--- config.mk ---
export PLATFORM = sky130hd
export DESIGN_NAME = game_pad_serial_poll_host_core_flat
export DESIGN_NICKNAME = d
export VERILOG_FILES = /design/src/design/gpsph_pkg.sv /design/src/design/gpsph_tick_if.sv /design/src/design/gpsph_report_if.sv /design/src/design/gpsph_cfg_if.sv /design/src/design/game_pad_serial_poll_host_core.sv /design/src/flat_wrapper.sv
export SDC_FILE = /design/constraint.sdc
export NUM_CORES = 1
export LEC_CHECK = 0
export ABC_AREA = 1
export BUFFER_PORTS_ARGS = -buffer_cell sky130_fd_sc_hd__buf_2
export CORE_ASPECT_RATIO = 0.9
export CORE_UTILIZATION = 60
export DETAILED_ROUTE_END_ITERATION = 8
export GPL_ROUTABILITY_DRIVEN = 0
export MAX_ROUTING_LAYER = met4
export PLACE_DENSITY_LB_ADDON = 0.1
export SKIP_CTS_REPAIR_TIMING = 1
export SLEW_MARGIN = 20
export SYNTH_ARGS = -nofsm -noshare
export SYNTH_HDL_FRONTEND = slang
export SYNTH_SLANG_ARGS = --single-unit
--- constraint.sdc ---
create_clock -name clk -period 4.5 [get_ports clk]
set_input_delay 0.9 -clock clk [delete_from_list [all_inputs] [get_ports clk]]
set_output_delay 0.9 -clock clk [all_outputs]
set_load 0.02 [all_outputs]
--- src/design/gpsph_pkg.sv ---
`timescale 1ns / 1ps
`default_nettype none

package gpsph_pkg;

	localparam int CFG_IDX_W = 3;
	localparam int CFG_DATA_W = 16;

	localparam logic [CFG_IDX_W-1:0] CFG_HALF_BIT_TICKS = 3'd0;
	localparam logic [CFG_IDX_W-1:0] CFG_ACK_TIMEOUT    = 3'd1;
	localparam logic [CFG_IDX_W-1:0] CFG_START_COMMAND  = 3'd2;
	localparam logic [CFG_IDX_W-1:0] CFG_POLL_COMMAND   = 3'd3;
	localparam logic [CFG_IDX_W-1:0] CFG_DIGITAL_CODE   = 3'd4;
	localparam logic [CFG_IDX_W-1:0] CFG_GREEN_CODE     = 3'd5;
	localparam logic [CFG_IDX_W-1:0] CFG_RED_CODE       = 3'd6;

	typedef enum logic [2:0] {
		PH_IDLE,
		PH_SETUP,
		PH_ACKH,
		PH_LOW,
		PH_HIGH,
		PH_ACKL
	} phase_t;

	typedef enum logic [1:0] {
		KIND_NONE,
		KIND_DIGITAL,
		KIND_GREEN,
		KIND_RED
	} kind_t;

	// position in the upper button byte for each bit of the second data byte
	localparam logic [2:0] STD_MAP [8] = '{3'd5, 3'd4, 3'd7, 3'd6, 3'd0, 3'd1, 3'd2, 3'd3};
	localparam logic [2:0] GREEN_MAP [8] = '{3'd7, 3'd6, 3'd3, 3'd0, 3'd4, 3'd1, 3'd2, 3'd5};

	function automatic logic [7:0] upper_buttons(input logic [7:0] d1, input logic green);
		logic [7:0] r;
		logic [2:0] p;
		r = '0;
		for (int i = 0; i < 8; i++) begin
			p = green ? GREEN_MAP[i] : STD_MAP[i];
			if (!d1[i]) begin
				r[p] = 1'b1;
			end
		end
		return r;
	endfunction

endpackage

`default_nettype wire

--- src/design/gpsph_tick_if.sv ---
`timescale 1ns / 1ps
`default_nettype none

interface gpsph_tick_if;
	logic valid;
	logic ready;
	logic scan_request;
	logic data_pin;
	logic ack_pin;

	modport source (output valid, output scan_request, output data_pin, output ack_pin,
		input ready);
	modport sink (input valid, input scan_request, input data_pin, input ack_pin,
		output ready);
endinterface

`default_nettype wire

--- src/design/gpsph_report_if.sv ---
`timescale 1ns / 1ps
`default_nettype none

interface gpsph_report_if;
	logic        valid;
	logic        ready;
	logic        clock_line;
	logic        command_line;
	logic        attention_line;
	logic        report_valid;
	logic        connected;
	logic [7:0]  pad_mode;
	logic [15:0] buttons;
	logic [7:0]  right_stick_x;
	logic [7:0]  right_stick_y;
	logic [7:0]  left_stick_x;
	logic [7:0]  left_stick_y;

	modport source (output valid, output clock_line, output command_line,
		output attention_line, output report_valid, output connected, output pad_mode,
		output buttons, output right_stick_x, output right_stick_y, output left_stick_x,
		output left_stick_y, input ready);
	modport sink (input valid, input clock_line, input command_line,
		input attention_line, input report_valid, input connected, input pad_mode,
		input buttons, input right_stick_x, input right_stick_y, input left_stick_x,
		input left_stick_y, output ready);
endinterface

`default_nettype wire

--- src/design/gpsph_cfg_if.sv ---
`timescale 1ns / 1ps
`default_nettype none

interface gpsph_cfg_if;
	logic                             valid;
	logic                             ready;
	logic [gpsph_pkg::CFG_IDX_W-1:0]  index;
	logic [gpsph_pkg::CFG_DATA_W-1:0] data;

	modport source (output valid, output index, output data, input ready);
	modport sink (input valid, input index, input data, output ready);
endinterface

`default_nettype wire

--- src/design/game_pad_serial_poll_host_core.sv ---
// The result of a tick request is registered and presented in the cycle after it is accepted.
// Throughput: one tick per cycle while the report side is ready; the whole tick update is one pass of next-state logic
// between the state registers and the result flag register.
// A new tick is taken while the previous result is taken in the same cycle.
// Reset (arst_n low, asynchronous): idle, link down, reports zero, registers at defaults;
// the data byte store is not cleared.
`timescale 1ns / 1ps
`default_nettype none

module game_pad_serial_poll_host_core #(
	parameter int MAX_DATA_BYTES = 6,
	parameter int ANALOG_BYTES = 6,
	parameter int DIGITAL_BYTES = 2
) (
	input  wire            clk,
	input  wire            arst_n,
	gpsph_tick_if.sink     tick,
	gpsph_report_if.source report,
	gpsph_cfg_if.sink      cfg
);

	localparam int BPW = $clog2(MAX_DATA_BYTES + 4);
	localparam int BRW = $clog2(MAX_DATA_BYTES + 1);
	localparam int ANA_CNT = (ANALOG_BYTES > MAX_DATA_BYTES) ? MAX_DATA_BYTES : ANALOG_BYTES;
	localparam int DIG_CNT = (DIGITAL_BYTES > MAX_DATA_BYTES) ? MAX_DATA_BYTES : DIGITAL_BYTES;

	// configuration
	logic [15:0] half_q;
	logic [7:0]  ackto_q;
	logic [7:0]  start_q;
	logic [7:0]  poll_q;
	logic [7:0]  dig_code_q;
	logic [7:0]  green_code_q;
	logic [7:0]  red_code_q;

	// link state
	gpsph_pkg::phase_t phase_q, phase_n;
	gpsph_pkg::kind_t  kind_q, kind_n;
	logic [15:0]     tick_q, tick_n;
	logic [2:0]      bit_q, bit_n;
	logic [BPW-1:0]  bpos_q, bpos_n;
	logic [7:0]      shift_q, shift_n;
	logic [7:0]      mode_q, mode_n;
	logic [BRW-1:0]  brem_q, brem_n;
	logic            link_q, link_n;
	logic [15:0]     btn_q, btn_n;
	logic [7:0]      stick_q [4];
	logic [7:0]      stick_n [4];
	logic [7:0]      data_q [MAX_DATA_BYTES];
	logic [7:0]      data_rd [6];

	logic            out_valid_q;
	logic            rvalid_q, rvalid_n;
	logic            accept;
	logic            half_done;
	logic            ackl_done;
	logic [15:0]     tick_inc;
	logic            dec_req;
	logic            wr_en;
	logic [BPW-1:0]  wr_idx;
	logic [7:0]      cmd_byte;

	assign accept = tick.valid && tick.ready;
	assign tick.ready = !out_valid_q || report.ready;
	assign cfg.ready = 1'b1;

	// configuration writes
	always_ff @(posedge clk or negedge arst_n) begin
		if (!arst_n) begin
			half_q       <= 16'd80;
			ackto_q      <= 8'd100;
			start_q      <= 8'd1;
			poll_q       <= 8'd66;
			dig_code_q   <= 8'd65;
			green_code_q <= 8'd83;
			red_code_q   <= 8'd115;
		end else if (cfg.valid) begin
			unique case (cfg.index)
				gpsph_pkg::CFG_HALF_BIT_TICKS: half_q <= cfg.data;
				gpsph_pkg::CFG_ACK_TIMEOUT:    ackto_q <= cfg.data[7:0];
				gpsph_pkg::CFG_START_COMMAND:  start_q <= cfg.data[7:0];
				gpsph_pkg::CFG_POLL_COMMAND:   poll_q <= cfg.data[7:0];
				gpsph_pkg::CFG_DIGITAL_CODE:   dig_code_q <= cfg.data[7:0];
				gpsph_pkg::CFG_GREEN_CODE:     green_code_q <= cfg.data[7:0];
				gpsph_pkg::CFG_RED_CODE:       red_code_q <= cfg.data[7:0];
				default: begin
				end
			endcase
		end
	end

	// data bytes beyond the store read as zero
	genvar k;
	for (k = 0; k < 6; k++) begin : g_rd
		if (k < MAX_DATA_BYTES) begin : g_in
			assign data_rd[k] = data_q[k];
		end else begin : g_out
			assign data_rd[k] = 8'd0;
		end
	end

	// a zero half period behaves as one
	assign half_done = (({1'b0, tick_q} + 17'd1) >= {1'b0, half_q});
	assign ackl_done = !tick.ack_pin || (({1'b0, tick_q} + 17'd1) >= {9'd0, ackto_q});
	assign tick_inc = tick_q + 16'd1;
	assign wr_idx = bpos_q - BPW'(3);

	always_comb begin
		phase_n  = phase_q;
		kind_n   = kind_q;
		tick_n   = tick_q;
		bit_n    = bit_q;
		bpos_n   = bpos_q;
		shift_n  = shift_q;
		mode_n   = mode_q;
		brem_n   = brem_q;
		link_n   = link_q;
		btn_n    = btn_q;
		stick_n  = stick_q;
		rvalid_n = 1'b0;
		dec_req  = 1'b0;
		wr_en    = 1'b0;

		unique case (phase_q)
			gpsph_pkg::PH_SETUP: begin
				if (half_done) begin
					phase_n = gpsph_pkg::PH_ACKH;
					tick_n = '0;
				end else begin
					tick_n = tick_inc;
				end
			end
			gpsph_pkg::PH_ACKH: begin
				if (tick.ack_pin) begin
					link_n = 1'b1;
					phase_n = gpsph_pkg::PH_LOW;
					tick_n = '0;
					bit_n = '0;
					shift_n = '0;
				end else begin
					tick_n = tick_inc;
					if (tick_inc > {8'd0, ackto_q}) begin
						link_n = 1'b0;
						rvalid_n = 1'b1;
						phase_n = gpsph_pkg::PH_IDLE;
						tick_n = '0;
					end
				end
			end
			gpsph_pkg::PH_LOW: begin
				if (half_done) begin
					if (tick.data_pin) begin
						shift_n[bit_q] = 1'b1;
					end
					phase_n = gpsph_pkg::PH_HIGH;
					tick_n = '0;
				end else begin
					tick_n = tick_inc;
				end
			end
			gpsph_pkg::PH_HIGH: begin
				if (half_done) begin
					tick_n = '0;
					if (bit_q != 3'd7) begin
						bit_n = bit_q + 3'd1;
						phase_n = gpsph_pkg::PH_LOW;
					end else begin
						// byte complete
						if (bpos_q != {BPW{1'b1}}) begin
							bpos_n = bpos_q + BPW'(1);
						end
						if (bpos_q == BPW'(0)) begin
							phase_n = gpsph_pkg::PH_ACKL;
						end else if (bpos_q == BPW'(1)) begin
							mode_n = shift_q;
							phase_n = gpsph_pkg::PH_ACKH;
						end else if (bpos_q == BPW'(2)) begin
							phase_n = gpsph_pkg::PH_ACKH;
							if (mode_q == dig_code_q) begin
								kind_n = gpsph_pkg::KIND_DIGITAL;
								brem_n = BRW'(DIG_CNT);
							end else if (mode_q == green_code_q) begin
								kind_n = gpsph_pkg::KIND_GREEN;
								brem_n = BRW'(ANA_CNT);
							end else if (mode_q == red_code_q) begin
								kind_n = gpsph_pkg::KIND_RED;
								brem_n = BRW'(ANA_CNT);
							end else begin
								// unknown mode: drop the link, no decode
								kind_n = gpsph_pkg::KIND_NONE;
								brem_n = '0;
								link_n = 1'b0;
								phase_n = gpsph_pkg::PH_IDLE;
								rvalid_n = 1'b1;
							end
							if (kind_n != gpsph_pkg::KIND_NONE && brem_n == '0) begin
								phase_n = gpsph_pkg::PH_IDLE;
								rvalid_n = 1'b1;
								dec_req = 1'b1;
							end
						end else begin
							wr_en = (wr_idx < BPW'(MAX_DATA_BYTES));
							if (brem_q != '0) begin
								brem_n = brem_q - BRW'(1);
							end
							phase_n = (brem_n == '0) ? gpsph_pkg::PH_ACKL : gpsph_pkg::PH_ACKH;
						end
					end
				end else begin
					tick_n = tick_inc;
				end
			end
			gpsph_pkg::PH_ACKL: begin
				if (ackl_done) begin
					tick_n = '0;
					if (bpos_q == BPW'(1)) begin
						phase_n = gpsph_pkg::PH_ACKH;
					end else begin
						phase_n = gpsph_pkg::PH_IDLE;
						rvalid_n = 1'b1;
						dec_req = 1'b1;
					end
				end else begin
					tick_n = tick_inc;
				end
			end
			default: begin
				phase_n = gpsph_pkg::PH_IDLE;
				if (tick.scan_request) begin
					phase_n = gpsph_pkg::PH_SETUP;
					tick_n = '0;
					bpos_n = '0;
					bit_n = '0;
					brem_n = '0;
				end
			end
		endcase

		if (dec_req && link_n && kind_n != gpsph_pkg::KIND_NONE) begin
			btn_n = {gpsph_pkg::upper_buttons(data_rd[1], kind_n == gpsph_pkg::KIND_GREEN),
				~data_rd[0]};
			if (kind_n == gpsph_pkg::KIND_GREEN || kind_n == gpsph_pkg::KIND_RED) begin
				for (int i = 0; i < 4; i++) begin
					stick_n[i] = data_rd[2+i];
				end
			end
		end
	end

	always_ff @(posedge clk or negedge arst_n) begin
		if (!arst_n) begin
			phase_q  <= gpsph_pkg::PH_IDLE;
			kind_q   <= gpsph_pkg::KIND_NONE;
			tick_q   <= '0;
			bit_q    <= '0;
			bpos_q   <= '0;
			shift_q  <= '0;
			mode_q   <= '0;
			brem_q   <= '0;
			link_q   <= 1'b0;
			btn_q    <= '0;
			rvalid_q <= 1'b0;
			for (int i = 0; i < 4; i++) begin
				stick_q[i] <= '0;
			end
		end else if (accept) begin
			phase_q  <= phase_n;
			kind_q   <= kind_n;
			tick_q   <= tick_n;
			bit_q    <= bit_n;
			bpos_q   <= bpos_n;
			shift_q  <= shift_n;
			mode_q   <= mode_n;
			brem_q   <= brem_n;
			link_q   <= link_n;
			btn_q    <= btn_n;
			rvalid_q <= rvalid_n;
			for (int i = 0; i < 4; i++) begin
				stick_q[i] <= stick_n[i];
			end
		end
	end

	// received data bytes, no reset
	always_ff @(posedge clk) begin
		if (accept && wr_en) begin
			for (int i = 0; i < MAX_DATA_BYTES; i++) begin
				if (wr_idx == BPW'(i)) begin
					data_q[i] <= shift_q;
				end
			end
		end
	end

	always_ff @(posedge clk or negedge arst_n) begin
		if (!arst_n) begin
			out_valid_q <= 1'b0;
		end else if (accept) begin
			out_valid_q <= 1'b1;
		end else if (report.ready) begin
			out_valid_q <= 1'b0;
		end
	end

	// result fields come straight from the state registers, which hold while stalled
	always_comb begin
		case (bpos_q)
			BPW'(0): cmd_byte = start_q;
			BPW'(1): cmd_byte = poll_q;
			default: cmd_byte = 8'd0;
		endcase
	end

	assign report.valid          = out_valid_q;
	assign report.clock_line     = (phase_q != gpsph_pkg::PH_LOW);
	assign report.command_line   = (phase_q == gpsph_pkg::PH_LOW || phase_q == gpsph_pkg::PH_HIGH)
		? cmd_byte[bit_q] : 1'b1;
	assign report.attention_line = (phase_q == gpsph_pkg::PH_IDLE);
	assign report.report_valid   = rvalid_q;
	assign report.connected      = link_q;
	assign report.pad_mode       = mode_q;
	assign report.buttons        = btn_q;
	assign report.right_stick_x  = stick_q[0];
	assign report.right_stick_y  = stick_q[1];
	assign report.left_stick_x   = stick_q[2];
	assign report.left_stick_y   = stick_q[3];

endmodule

`default_nettype wire
--- src/flat_wrapper.sv ---
// flat-port wrapper written by rule: the top's interface ports become plain ports
module game_pad_serial_poll_host_core_flat 
#(
	parameter int MAX_DATA_BYTES = 6,
	parameter int ANALOG_BYTES = 6,
	parameter int DIGITAL_BYTES = 2
)
  (clk, arst_n, tick_valid, tick_scan_request, tick_data_pin, tick_ack_pin, tick_ready, report_valid, report_clock_line, report_command_line, report_attention_line, report_report_valid, report_connected, report_pad_mode, report_buttons, report_right_stick_x, report_right_stick_y, report_left_stick_x, report_left_stick_y, report_ready, cfg_valid, cfg_index, cfg_data, cfg_ready);
  gpsph_tick_if tick_i ();
  gpsph_report_if report_i ();
  gpsph_cfg_if cfg_i ();
  input  wire clk;
  input  wire arst_n;
  input wire logic [$bits(tick_i.valid)-1:0] tick_valid;
  input wire logic [$bits(tick_i.scan_request)-1:0] tick_scan_request;
  input wire logic [$bits(tick_i.data_pin)-1:0] tick_data_pin;
  input wire logic [$bits(tick_i.ack_pin)-1:0] tick_ack_pin;
  output wire logic [$bits(tick_i.ready)-1:0] tick_ready;
  output wire logic [$bits(report_i.valid)-1:0] report_valid;
  output wire logic [$bits(report_i.clock_line)-1:0] report_clock_line;
  output wire logic [$bits(report_i.command_line)-1:0] report_command_line;
  output wire logic [$bits(report_i.attention_line)-1:0] report_attention_line;
  output wire logic [$bits(report_i.report_valid)-1:0] report_report_valid;
  output wire logic [$bits(report_i.connected)-1:0] report_connected;
  output wire logic [$bits(report_i.pad_mode)-1:0] report_pad_mode;
  output wire logic [$bits(report_i.buttons)-1:0] report_buttons;
  output wire logic [$bits(report_i.right_stick_x)-1:0] report_right_stick_x;
  output wire logic [$bits(report_i.right_stick_y)-1:0] report_right_stick_y;
  output wire logic [$bits(report_i.left_stick_x)-1:0] report_left_stick_x;
  output wire logic [$bits(report_i.left_stick_y)-1:0] report_left_stick_y;
  input wire logic [$bits(report_i.ready)-1:0] report_ready;
  input wire logic [$bits(cfg_i.valid)-1:0] cfg_valid;
  input wire logic [$bits(cfg_i.index)-1:0] cfg_index;
  input wire logic [$bits(cfg_i.data)-1:0] cfg_data;
  output wire logic [$bits(cfg_i.ready)-1:0] cfg_ready;
  assign tick_i.valid = tick_valid;
  assign tick_i.scan_request = tick_scan_request;
  assign tick_i.data_pin = tick_data_pin;
  assign tick_i.ack_pin = tick_ack_pin;
  assign tick_ready = tick_i.ready;
  assign report_valid = report_i.valid;
  assign report_clock_line = report_i.clock_line;
  assign report_command_line = report_i.command_line;
  assign report_attention_line = report_i.attention_line;
  assign report_report_valid = report_i.report_valid;
  assign report_connected = report_i.connected;
  assign report_pad_mode = report_i.pad_mode;
  assign report_buttons = report_i.buttons;
  assign report_right_stick_x = report_i.right_stick_x;
  assign report_right_stick_y = report_i.right_stick_y;
  assign report_left_stick_x = report_i.left_stick_x;
  assign report_left_stick_y = report_i.left_stick_y;
  assign report_i.ready = report_ready;
  assign cfg_i.valid = cfg_valid;
  assign cfg_i.index = cfg_index;
  assign cfg_i.data = cfg_data;
  assign cfg_ready = cfg_i.ready;
  game_pad_serial_poll_host_core #(.MAX_DATA_BYTES(MAX_DATA_BYTES), .ANALOG_BYTES(ANALOG_BYTES), .DIGITAL_BYTES(DIGITAL_BYTES)) u_core (.clk(clk), .arst_n(arst_n), .tick(tick_i), .report(report_i), .cfg(cfg_i));
endmodule
# [Word level (Yosys, flattened, before mapping)]
# Memory sizes are Yosys's and may differ from the RTL's. A register that Yosys moved wholly into a read port is not among the register bits.
# Cells that the tools add are included.
# W data, S select, Z words.
[totals] register_bits=130 mem_bits_rw=48 out_inout_bits=64 wordCells=338 n_memories=1
[memory_table] memory="u_core.data_q" words=6 width=8 rd=6 rd_clocked_by_memory_dff=4 write_ports=1 line_no="game_pad_serial_poll_host_core.sv:49" source="logic [7:0] data_q [MAX_DATA_BYTES];"
[classes] n_addsub=6 n_lt_le_gt_ge=18 n_eq_ne=38 muxes=185 n_bitwise=11 n_reduce_logical=60
[ops] cell="$mux W8" count=19
[ops] cell="$mux W3" count=49
[ops] cell="$mux W16" count=5
[ops] cell="$mux W1" count=70
[ops] cell="$or A8 B8 Y8" count=6
[ops] cell="$pmux W16 S3" count=1
[ops] cell="$mux W2" count=20
[ops] cell="$reduce_or A8 Y1" count=5
[ops] cell="$pmux W8 S2" count=2
[ops] cell="$lt A3 B4 Y1 const B" count=7
[ops] cell="$eq A8 B8 Y1" count=3
[ops] cell="$reduce_and A6 Y1" count=4
[ops] cell="$demux W1 S3" count=7
[ops] cell="$ge A3 B1 Y1 const B" count=7
[ops] cell="$reduce_and A2 Y1" count=9
[ops] cell="$add A16 B1 Y17 const B" count=1
[ops] cell="$ge A17 B16 Y1" count=1
[ops] cell="$ge A17 B8 Y1" count=1
[ops] cell="$add A16 B1 Y16 const B" count=1
[ops] cell="$gt A16 B8 Y1" count=1
[ops] cell="$mux W4" count=4
[ops] cell="$eq A3 B3 Y1 const B" count=5
[ops] cell="$pmux W3 S5" count=1
[ops] cell="$eq A3 B2 Y1 const B" count=4
[ops] cell="other kinds (36)" count=85

# [Longest topological paths before layout]
# Gate-level depths: netlist of the first run.
[logic_depth] word_depth=40 mapped_depth=26 depth_no_buf=26

# [Worst setup path before layout of the first run]
# No wires, ideal clock.
[synth_timing] path_kind="register to register" start="register u_core.tick_q[0]" end="memory u_core.data_q[3][0], enable pin" setup_time_ns=0.385 arrival_ns=2.937 path_slack_ns=1.178 path_stages_with_launch=18 path_buffers=0 cell_sequence="dfrtp_1 -> ha_1 -> nand2_1 -> nor2_1 -> nand2_1 -> xor2_1 -> inv_1 -> ha_1 -> nand2_1 -> inv_1 -> nand3_1 -> nor3_1 -> nand2_1 -> nor2_2 -> a21oi_4 -> nand2_4 -> nand3_1 -> nor3b_1"
[synth_via] elab_chain_len=13 word_cells_on_any_way=32 classes_between="add/sub: 1; order compare: 1; mux: 24; reduce/logical: 6"
[synth_rtl] item="start, declared" line_no="game_pad_serial_poll_host_core.sv:39" source="logic [15:0] tick_q, tick_n;"
[synth_rtl] item="start signal, assigned" line_no="game_pad_serial_poll_host_core.sv:269" source="tick_q <= tick_n;"
[synth_rtl] item="$add A16 B1 Y17 (*)" line_no="game_pad_serial_poll_host_core.sv:103" source="assign half_done = (({1'b0, tick_q} + 17'd1) >= {1'b0, half_q});"
[synth_rtl] item="$ge A17 B16 Y1 (*)" line_no="game_pad_serial_poll_host_core.sv:103"
[synth_rtl] item="$mux W1 (*)" line_no="game_pad_serial_poll_host_core.sv:162" source="if (half_done) begin"
[synth_rtl] item="$mux W1 (*)" line_no="game_pad_serial_poll_host_core.sv:124" source="unique case (phase_q)"
[synth_rtl] item="$logic_and A1 B1 Y1 (*)" line_no="game_pad_serial_poll_host_core.sv:286" source="if (accept && wr_en) begin"
[synth_rtl] item="$mux W1" line_no="game_pad_serial_poll_host_core.sv:286"
[synth_rtl] item="$mux W1 (implied by the code)" line_no="game_pad_serial_poll_host_core.sv:289" source="data_q[i] <= shift_q;"
[synth_rtl] item="$reduce_or A8 Y1 (no line)"
[synth_rtl] item="$mux W3 (no line) / $mux W1 (equally long branches) (5 in a row)"
[synth_rtl] item="end, declared" line_no="game_pad_serial_poll_host_core.sv:49"
# Mark *: on every way between the ends. The rest lies on a longest branch, timed or not.

# [Worst setup path after layout of the first run]
[layout_timing] start="register u_core.tick_q[0]" end="register u_core.stick_q, in the netlist u_core.report.left_stick_y[4], read port of u_core.data_q"
[layout_via] elab_chain_len=8 word_cells_on_any_way=22 classes_between="add/sub: 2; order compare: 3; eq/ne: 2; mux: 9; reduce/logical: 6"
[layout_rtl] item="$add A16 B1 Y16 / $add A16 B1 Y17 (equally long branches)" line_no="game_pad_serial_poll_host_core.sv:105, game_pad_serial_poll_host_core.sv:103, game_pad_serial_poll_host_core.sv:104"
[layout_rtl] item="$gt A16 B8 Y1 / $ge A17 B8 Y1 (equally long branches)" line_no="game_pad_serial_poll_host_core.sv:142, game_pad_serial_poll_host_core.sv:104"
[layout_rtl] item="$mux W1 / $logic_or A1 B1 Y1 (equally long branches)" line_no="game_pad_serial_poll_host_core.sv:142, game_pad_serial_poll_host_core.sv:104"
[layout_rtl] item="$mux W1 (on tied branches)" line_no="game_pad_serial_poll_host_core.sv:134, game_pad_serial_poll_host_core.sv:214"
[layout_rtl] item="$pmux W1 S2" line_no="game_pad_serial_poll_host_core.sv:124"
[layout_rtl] item="$logic_and A1 B1 Y1 (2 in a row)" line_no="game_pad_serial_poll_host_core.sv:239" source="if (dec_req && link_n && kind_n != gpsph_pkg::KIND_NONE) begin"
[layout_rtl] item="$reduce_and A3 Y1 (no line) (*)"
[layout_rtl] item="end, declared" line_no="game_pad_serial_poll_host_core.sv:47" source="logic [7:0] stick_q [4];"
# Marks and branches as above.
# A chain may end at the register's enable or synchronous reset.

==> impl_metrics.toml, run 1 <==
[clock_network]
cts_root_buffer = "clkbuf_16"
cts_sinks = 210
numCtsBuffers = 21
clkTransAtPathRegs_ns = 0.06
cts_buffer_depth = 3
clk_latency_ns = 0.50
htree_levels = 1
cts_tree = "built"

[routing]
drt_iter0_markers = 703
vias = 7938
drc = 16
ant_nets = 0
dr.pass1.iters = 7
wl_mm = 23.12
wl_per_cell_um = 15.84
viasPerCell = 5.437

[global_route]
antenna_found_initial = 0
grt_max_degree = 103
track_usage_pct = 28.73
grt-ovfl-total = 0
grtUsageMet1_pct = 41.91
grt_pass1_wl_mm = 38.38
grt_pass1_vias = 7503
grt_util_met3_pct = 3.998
busiest_layer = "met2"
grt_use_met2_pct = 42.79

[final_layout]
nets = 1297
fin_area_sq_mm = 0.01139
register_area_sq_mm = 0.005519
num-fill-cells = 1292
n_antenna_cell = 0
drive_above_1_share_pct = 14.29
finalNonFillerCells = 1460
syn_to_final_growth_pct = 13.22
multiInputGateArea_sq_mm = 0.003901

[yosys]
synth-seq-area-share_pct = 54.84
postSynthCellCount = 1145
synth_warnings = 0
ys_top_cells_by_area = "dfrtp_1 (36%), edfxtp_1 (14%), nand2_1 (12%), dfstp_2 (5.0%), o21ai_0 (4.9%)"
synth_area_per_cell_sq_um = 8.789
async_flop_share_pct = 77.14
synth_common_cells = "nand2_1 (335), dfrtp_1 (143), inv_1 (128)"
ys.flop_type = "dfrtp_1"
synth_edf_count = 48
synthDominantCellAreaShare_pct = 35.56
yosysMostFrequentCell = "nand2_1"
synth_top_area_cell = "dfrtp_1"
synth_area_sq_mm = 0.01006
ys_ff_latch = 210
synth_fp_nets = 1204
synth_cell_type_count = 45

[timing]
post-route-period-util_pct = 88.83
fmax_mhz = 250.2
relSlewSlack_pct = 36.08
hold_ws_ns = 0.4655
hold_viol_final = 0
rsz0062_at_grt = "false"
setup_viol = 0
worst_pin_slew_ns = 0.9588
setup_tns_ns = 0
slew_viol_final = 0
fin_crit_ns = 3.998
clock_skew_ns = 0.02218

[placed_design]
place_area_sq_mm = 0.01071
io_buffers = 89
placedCellCount = 1422
dp_hpwl_mm = 16.09

[setup_path]
crit_chain = "ha_1 > nand2_1 > nor2_1 > nand2_1 > xor2_1 > inv_1 > ha_1 > nand2_1 > inv_1 > nand3_1 > nor3_1 > nand2_1 > nor2_2 > a21oi_4 > nand2_4 > nand2_1 > nand2_1 > nand2_1 > nand2_2 > inv_4 > nand2_2 > nand2_1 > nand2_1"
cp.arrival_ns = 4.42
crit_family = "simple AND/OR/NAND/NOR gates"
crit_buf_inv = 3
end_kind = "flop"
crit_path_frequent_cell = "nand2_1"
crit_type = "flop to flop"
crit_required_ns = 4.92
critPathSlowestCell = "nand2_2"
timing.rr.start = "u_core.tick_q[0]"
crit_path_max_fanout = 34
regToRegSetupSlack_ns = 0.50
critPathMaxStageDelay_ns = 0.48
worstSetupStartpointType = "flop"
cp-startpoint = "u_core.tick_q[0]"

[outcome]
status = "complete, but fails checks"
violations = "DRC"

[floorplan]
start_util_pct = 61.96
die_h_um = 124.9
ios = 91
core_sq_mm = 0.01624
row_count = 44
fp.dieArea_sq_mm = 0.01730
die_x_um = 138.5

[hold_path]
hp-start = "u_core.report.right_stick_x[0]"
hold_path.class = "flop to flop"

[pwr]
peakVddDrop_mv = 0.3289
fin_total_pwr_mw = 5.533
powerDensity_mw_per_mm2 = 485.7
p_leak_nw = 5.757

[job]
cap_viol_max_count = 0
[kinds of logic after synthesis]
family / Yosys count / share of synthesized area [%]
AOI/OAI and AO/OA: 156 / 8.579
muxes: 1 / 0.1119
xor gates and xnor gates: 27 / 2.499
other: 1 / 0.03726
DFF: 210 / 54.84
and+or+nand+nor: 558 / 23.56
buffers and inverters: 160 / 6.391
adders and majority gates: 32 / 3.979
[layout make-up]
type,count,area share (%)
clock buffers,30,4.997
multi-input cells,775,34.24
inverters,133,4.404
clock inverters,8,1.043
flip-flops and latches,210,48.44
repair buffers,97,4.601
well taps,207,2.273
[per-stage QoR]
stage | util (%) | setup slack, ns
after floorplan | - | 1.178
after global placement | 65.92 | 0.8062
after detailed placement | 65.92 | 0.6198
after CTS | 70.15 | 0.5328
after global routing | 70.15 | 0.1188
final | 70.15 | 0.5025
[worst reg2reg max path, stage by stage (launching register included)]
cell     delay [ns]
dfrtp_1        0.44
ha_1           0.23
nand2_1        0.07
nor2_1         0.23
nand2_1        0.14
xor2_1         0.18
inv_1          0.10
ha_1           0.30
nand2_1        0.07
inv_1          0.08
nand3_1        0.10
nor3_1         0.25
nand2_1        0.12
nor2_2         0.14
a21oi_4        0.08
nand2_4        0.14
nand2_1        0.08
nand2_1        0.06
nand2_1        0.07
nand2_2        0.12
inv_4          0.15
nand2_2        0.50
nand2_1        0.15
nand2_1        0.10
[final timing paths]
check | end | cells after the start
worst max-delay path | u_core.report.left_stick_y[4] | 23
worst min register to register | u_core.report.right_stick_x[0] | 2
worst max register to register | u_core.report.left_stick_y[4] | 23
worst min-delay path | u_core.report.right_stick_x[0] | 2
min in group asynchronous | u_core.half_q[14] | 1
max in group asynchronous | u_core.start_q[0] | 2
[cells in the final DEF, fill, tap and decap left out, types with 10 or more instances in the layout]
cell	instances
nand4_1	10
a21oi_1	34
dfrtp_1	143
xor2_1	18
nand3_1	91
o21ai_0	99
buf_2	88
inv_1	128
clkbuf_16	21
nor2_1	69
dfstp_2	19
ha_1	32
nand2_1	335
nor3_1	20
edfxtp_1	48
or2_2	13
[routing by layer]
layer,share of wire (%),wire length (um)
met1,48,11200
met4,2.0,457
met2,44,10230
met5,0,0
met3,5.3,1237
[power breakdown]
group | switching, mW | internal [mW] | total [mW]
logic | 0.840 | 0.395 | 1.23
clock network | 0.708 | 1.06 | 1.76
registers | 0.257 | 2.28 | 2.54
[flip-flops by register name (all words and copies together) (netlist names), 2 cells and up]
name                         count
u_core.ackto_q                   8
u_core.bit_q                     3
u_core.bpos_q                    4
u_core.brem_q                    3
u_core.data_q                   48
u_core.dig_code_q                8
u_core.green_code_q              8
u_core.half_q                   16
u_core.kind_q                    2
u_core.phase_q                   3
u_core.poll_q                    8
u_core.red_code_q                8
u_core.report.buttons           16
u_core.report.left_stick_x       8
u_core.report.left_stick_y       8
u_core.report.pad_mode           8
u_core.report.right_stick_x      8
u_core.report.right_stick_y      8
u_core.shift_q                   8
u_core.start_q                   8
u_core.tick_q                   16
No activity file was read; power rests on OpenSTA's default activity.
==> run 2: changes to the inputs <==
--- a/config.mk
+++ b/config.mk
@@ -11,7 +11,6 @@
 export CORE_UTILIZATION = 60
 export DETAILED_ROUTE_END_ITERATION = 8
 export GPL_ROUTABILITY_DRIVEN = 0
-export MAX_ROUTING_LAYER = met4
 export PLACE_DENSITY_LB_ADDON = 0.1
 export SKIP_CTS_REPAIR_TIMING = 1
 export SLEW_MARGIN = 20
==> run 2 against run 1 <==
  * The run still ends with DRC left
  * Maximum frequency hardly changed
  * Via count is 0.23% lower
  * First-iteration DRC count is 4.6% lower
  * Global-route usage is 0.84 points lower
  * Hold slack hardly changed
  * Clock power hardly changed
  * Cell count stayed put
  * Critical path type unchanged
==> impl_metrics.toml, run 2 (synthesis results as in run 1) <==
[placed_design]
dp_hpwl_mm = 16.09
io_buffers = 89
place_area_sq_mm = 0.01071
placedCellCount = 1422
pre_cts_slack_ns = 0.6198

[hold_path]
hp-start = "u_core.report.right_stick_x[0]"
hold_depth = 2
hold_path.class = "flop to flop"

[routing]
drt_iter0_markers = 671
drc = 16
ant_nets = 0
vias = 7920
viasPerCell = 5.425
wl_per_cell_um = 15.90
wl_mm = 23.22
dr.pass1.iters = 8

[final_layout]
final_cell_mix = "nand2_1 (335), dfrtp_1 (143), inv_1 (128), o21ai_0 (99), nand3_1 (91)"
largest_reg_flops = 48
finalNonFillerCells = 1460
syn_to_final_growth_pct = 13.22
top_register = "u_core.data_q"
utilization_pct = 70.15
drive_above_1_share_pct = 14.29
nets = 1297
layout_commonest_cell = "nand2_1"
n_antenna_cell = 0
fin_area_sq_mm = 0.01139
num-fill-cells = 1292

[global_route]
track_usage_pct = 27.88
grt_pass1_wl_mm = 38.38
grt_pass1_vias = 7509
antenna_found_initial = 0
grt_max_degree = 103
grt-ovfl-total = 0

[timing]
hold_viol_final = 0
fin_crit_ns = 3.998
hold_ws_ns = 0.4656
fmax_mhz = 250.1
rsz0062_at_grt = "false"
clock_skew_ns = 0.02042
setup_slack_ns = 0.5022
worst_pin_slew_ns = 0.9550
setup_viol = 0
setup_tns_ns = 0
relSlewSlack_pct = 36.33
post-route-period-util_pct = 88.84
slew_viol_final = 0

[setup_path]
timing.rr.start = "u_core.tick_q[0]"
crit_required_ns = 4.92
cp.arrival_ns = 4.42
crit_path_max_fanout = 34
crit_type = "flop to flop"
r2r_cells = 23
end_kind = "flop"
cp-startpoint = "u_core.tick_q[0]"
worstSetupStartpointType = "flop"

[pwr]
peakVddDrop_mv = 0.3289
p_leak_nw = 5.757
powerDensity_mw_per_mm2 = 486.0
fin_total_pwr_mw = 5.537

[clock_network]
numCtsBuffers = 21
htree_levels = 1
cts_buffer_depth = 3
cts_root_buffer = "clkbuf_16"
clkTransAtPathRegs_ns = 0.06
clk_latency_ns = 0.50
cts_sinks = 210
cts_tree = "built"

[outcome]
violations = "DRC"
status = "complete, but fails checks"

[floorplan]
start_util_pct = 61.96
ios = 91
core_sq_mm = 0.01624
die_h_um = 124.9
fp.dieArea_sq_mm = 0.01730
row_count = 44
die_x_um = 138.5

[job]
cap_viol_max_count = 0
-- run 2: area by class of cell --
cell class	count	area, sq um	share of cell area (%)
Sequential cell	210	5519	48.44
Clock buffer	30	569.3	4.997
Timing Repair Buffer	97	524.3	4.601
Clock inverter	8	118.9	1.043
Multi-Input combinational cell	775	3901	34.24
Tap cell	207	259.0	2.273
Inverter	133	501.7	4.404
-- run 2: path summary, 6_finish.rpt --
path                            slack, ns                             end
worst max-delay path                 0.50   u_core.report.left_stick_y[4]
worst max register to register       0.50   u_core.report.left_stick_y[4]
worst min-delay path                 0.47  u_core.report.right_stick_x[0]
max in group asynchronous            3.09            u_core.red_code_q[5]
min in group asynchronous            0.53               u_core.half_q[14]
worst min register to register       0.47  u_core.report.right_stick_x[0]
-- run 2: metal layers --
layer	track usage, %	vias to the layer above	share of wire [%]
li1	-	3902	-
met1	41.86	3741	48
met2	42.76	247	44
met3	4.114	30	5.6
met4	6.808	0	1.9
met5	0	-	0
-- run 2: report_power, final --
| group | internal, mW | switching [mW] | total, mW |
|---|---|---|---|
| sequential | 2.28 | 0.258 | 2.54 |
| combinational | 0.395 | 0.843 | 1.24 |
| clock | 1.06 | 0.708 | 1.76 |
| total | 3.73 | 1.81 | 5.54 |
-- run 2: critical path, cell delays in order (launching register included) --
cell and delay [ns]:
dfrtp_1 0.44, ha_1 0.23, nand2_1 0.07, nor2_1 0.23
nand2_1 0.14, xor2_1 0.18, inv_1 0.10, ha_1 0.30
nand2_1 0.07, inv_1 0.08, nand3_1 0.09, nor3_1 0.25
nand2_1 0.12, nor2_2 0.14, a21oi_4 0.08, nand2_4 0.14
nand2_1 0.08, nand2_1 0.06, nand2_1 0.07, nand2_2 0.12
inv_4 0.15, nand2_2 0.49, nand2_1 0.14, nand2_1 0.10
==> run 3: changes to the inputs <==
--- a/config.mk
+++ b/config.mk
@@ -6,7 +6,7 @@
 export NUM_CORES = 1
 export LEC_CHECK = 0
 export ABC_AREA = 1
-export BUFFER_PORTS_ARGS = -buffer_cell sky130_fd_sc_hd__buf_2
+export BUFFER_PORTS_ARGS = -buffer_cell sky130_fd_sc_hd__buf_4
 export CORE_ASPECT_RATIO = 0.9
 export CORE_UTILIZATION = 60
 export DETAILED_ROUTE_END_ITERATION = 8
==> run 3 against run 2 <==
  * The run still ends with DRC left
  * First-iteration DRC count up 12%
  * Cell count is the same
  * Setup slack got worse by 0.050 ns
  * Clock skew fell by 0.013 ns
  * Clock power barely moved
  * Sequential share of layout area shrank 0.96 points
  * Hold slack better by 0.0013 ns
  * Global-route usage fell by 0.12 points
  * Critical path depth did not move
  * Cell area rose by 2.0%
  * Clock-buffer cell count is 1 higher
  * Via count increased by 2.0%
  * Largest power group unchanged
==> impl_metrics.toml, run 3 (synthesis results as in run 1) <==
[outcome]
status = "complete, but fails checks"
violations = "DRC"

[placed_design]
dp_hpwl_mm = 16.28
io_buffers = 89
placedCellCount = 1422

[global_route]
grt_pass1_vias = 7624
antenna_found_initial = 0
track_usage_pct = 27.77
busiest_layer = "met1"
grt_max_degree = 104
grt_use_met2_pct = 42.61
grt_pass1_wl_mm = 38.66
grtUsageMet1_pct = 42.82
grt_util_met3_pct = 3.383
grt-ovfl-total = 0

[setup_path]
crit_required_ns = 4.88
regToRegSetupSlack_ns = 0.45
timing.rr.start = "u_core.tick_q[0]"
crit_path_max_fanout = 34
end_kind = "flop"
crit_type = "flop to flop"
worstSetupStartpointType = "flop"
reg2reg_to = "u_core.report.left_stick_y[0]"
cp-startpoint = "u_core.tick_q[0]"
r2r_cells = 23
cp.arrival_ns = 4.42
cp-endpoint = "u_core.report.left_stick_y[0]"

[hold_path]
hold_path.class = "primary input to asynchronous set/reset pin"

[routing]
ant_nets = 0
dr.pass1.iters = 7
wl_per_cell_um = 15.82
drc = 16
vias = 8075
drt_iter0_markers = 752
wl_mm = 23.10
viasPerCell = 5.531

[final_layout]
layout_commonest_cell = "nand2_1"
n_antenna_cell = 0
nets = 1297
finalNonFillerCells = 1460
final_cell_mix = "nand2_1 (335), dfrtp_1 (143), inv_1 (128), o21ai_0 (99), buf_4 (95)"
syn_to_final_growth_pct = 15.52
drive_above_1_share_pct = 14.45
top_register = "u_core.data_q"
largest_reg_flops = 48
num-fill-cells = 1262

[timing]
slew_viol_final = 0
relSlewSlack_pct = 36.44
setup_tns_ns = 0
fin_crit_ns = 4.047
post-route-period-util_pct = 89.94
setup_viol = 0
fmax_mhz = 247.1
hold_viol_final = 0
rsz0062_at_grt = "false"
worst_pin_slew_ns = 0.9534
clock_skew_ns = 0.007006
hold_ws_ns = 0.4669

[floorplan]
core_sq_mm = 0.01624
fp.dieArea_sq_mm = 0.01730
start_util_pct = 61.96
ios = 91
row_count = 44
die_h_um = 124.9
die_x_um = 138.5

[pwr]
p_leak_nw = 5.788
powerDensity_mw_per_mm2 = 482.3
peakVddDrop_mv = 0.3480
fin_total_pwr_mw = 5.607

[clock_network]
clkTransAtPathRegs_ns = 0.06
cts_buffer_depth = 3
clk_latency_ns = 0.50
cts_tree = "built"
cts_root_buffer = "clkbuf_16"
htree_levels = 1
numCtsBuffers = 21
cts_sinks = 210

[job]
cap_viol_max_count = 0
==> run 3: cell count changes in the layout (fill, tap and decap cells not counted), sizes merged <==
cell,change
clkbuf,+1
clkinv,-1
==> run 3: how the worst min path moves through the flow <==
stage,from,endpoint,slack [ns]
2_1_floorplan,u_core.data_q[5][7],u_core.report.left_stick_y[7],0.45
4_1_cts,u_core.data_q[3][0],u_core.report.right_stick_y[0],0.47
5_1_grt,u_core.report.left_stick_x[6],u_core.report.left_stick_x[6],0.49
6_report,arst_n,u_core.half_q[15],0.47
3_5_place_dp,u_core.report.left_stick_x[4],u_core.report.left_stick_x[4],0.46
3_3_place_gp,u_core.report.left_stick_y[1],u_core.report.left_stick_y[1],0.46
==> run 3: through the flow <==
stage / setup slack, ns / instance area, sq um / utilization, %
3_3_place_gp: 0.7242 / 10930 / 67.27
5_1_grt: 0.05211 / 11620 / 71.58
2_1_floorplan: 1.178 / 10060 / -
3_5_place_dp: 0.4952 / 10930 / 67.27
4_1_cts: 0.4762 / 11620 / 71.58
6_report: 0.4526 / 11620 / 71.58
==> run 3: metal layers <==
| metal | share of wire (%) | vias up |
|---|---|---|
| li1 | - | 3908 |
| met1 | 48 | 3867 |
| met2 | 45 | 273 |
| met3 | 5.8 | 27 |
| met4 | 1.3 | 0 |
| met5 | 0 | - |
==> run 3: area by class of cell <==
cell class	instances	area (sq um)	share of cell area, %
Sequential cell	210	5519	47.48
Multi-Input combinational cell	775	3901	33.56
Timing Repair Buffer	97	744.5	6.404
Clock buffer	31	583.1	5.016
Inverter	133	501.7	4.316
Tap cell	207	259.0	2.228
Clock inverter	7	116.4	1.001
==> run 3: critical path, stage by stage (launching register included) <==
cell     delay [ns]
dfrtp_1        0.44
ha_1           0.24
nand3_1        0.16
nor2_2         0.23
xor2_1         0.38
ha_1           0.32
nand2_1        0.07
inv_1          0.03
o21ai_0        0.14
nand4_1        0.12
nand2_1        0.07
nand2_1        0.05
nand2_1        0.06
nand2_1        0.05
nand2_1        0.11
nand2_4        0.11
nand2_1        0.10
nand2_1        0.06
nand2_1        0.09
nand2_2        0.10
inv_4          0.28
nand2_2        0.43
nand2_1        0.18
nand2_1        0.08
==> run 3: where the power goes <==
part           internal (mW)  switching, mW  leakage [nW]  total [mW]
logic                  0.441          0.846          2.93        1.29
clock network           1.07          0.713         0.338        1.79
registers               2.28          0.255          2.53        2.53
total                   3.79           1.81          5.79        5.61
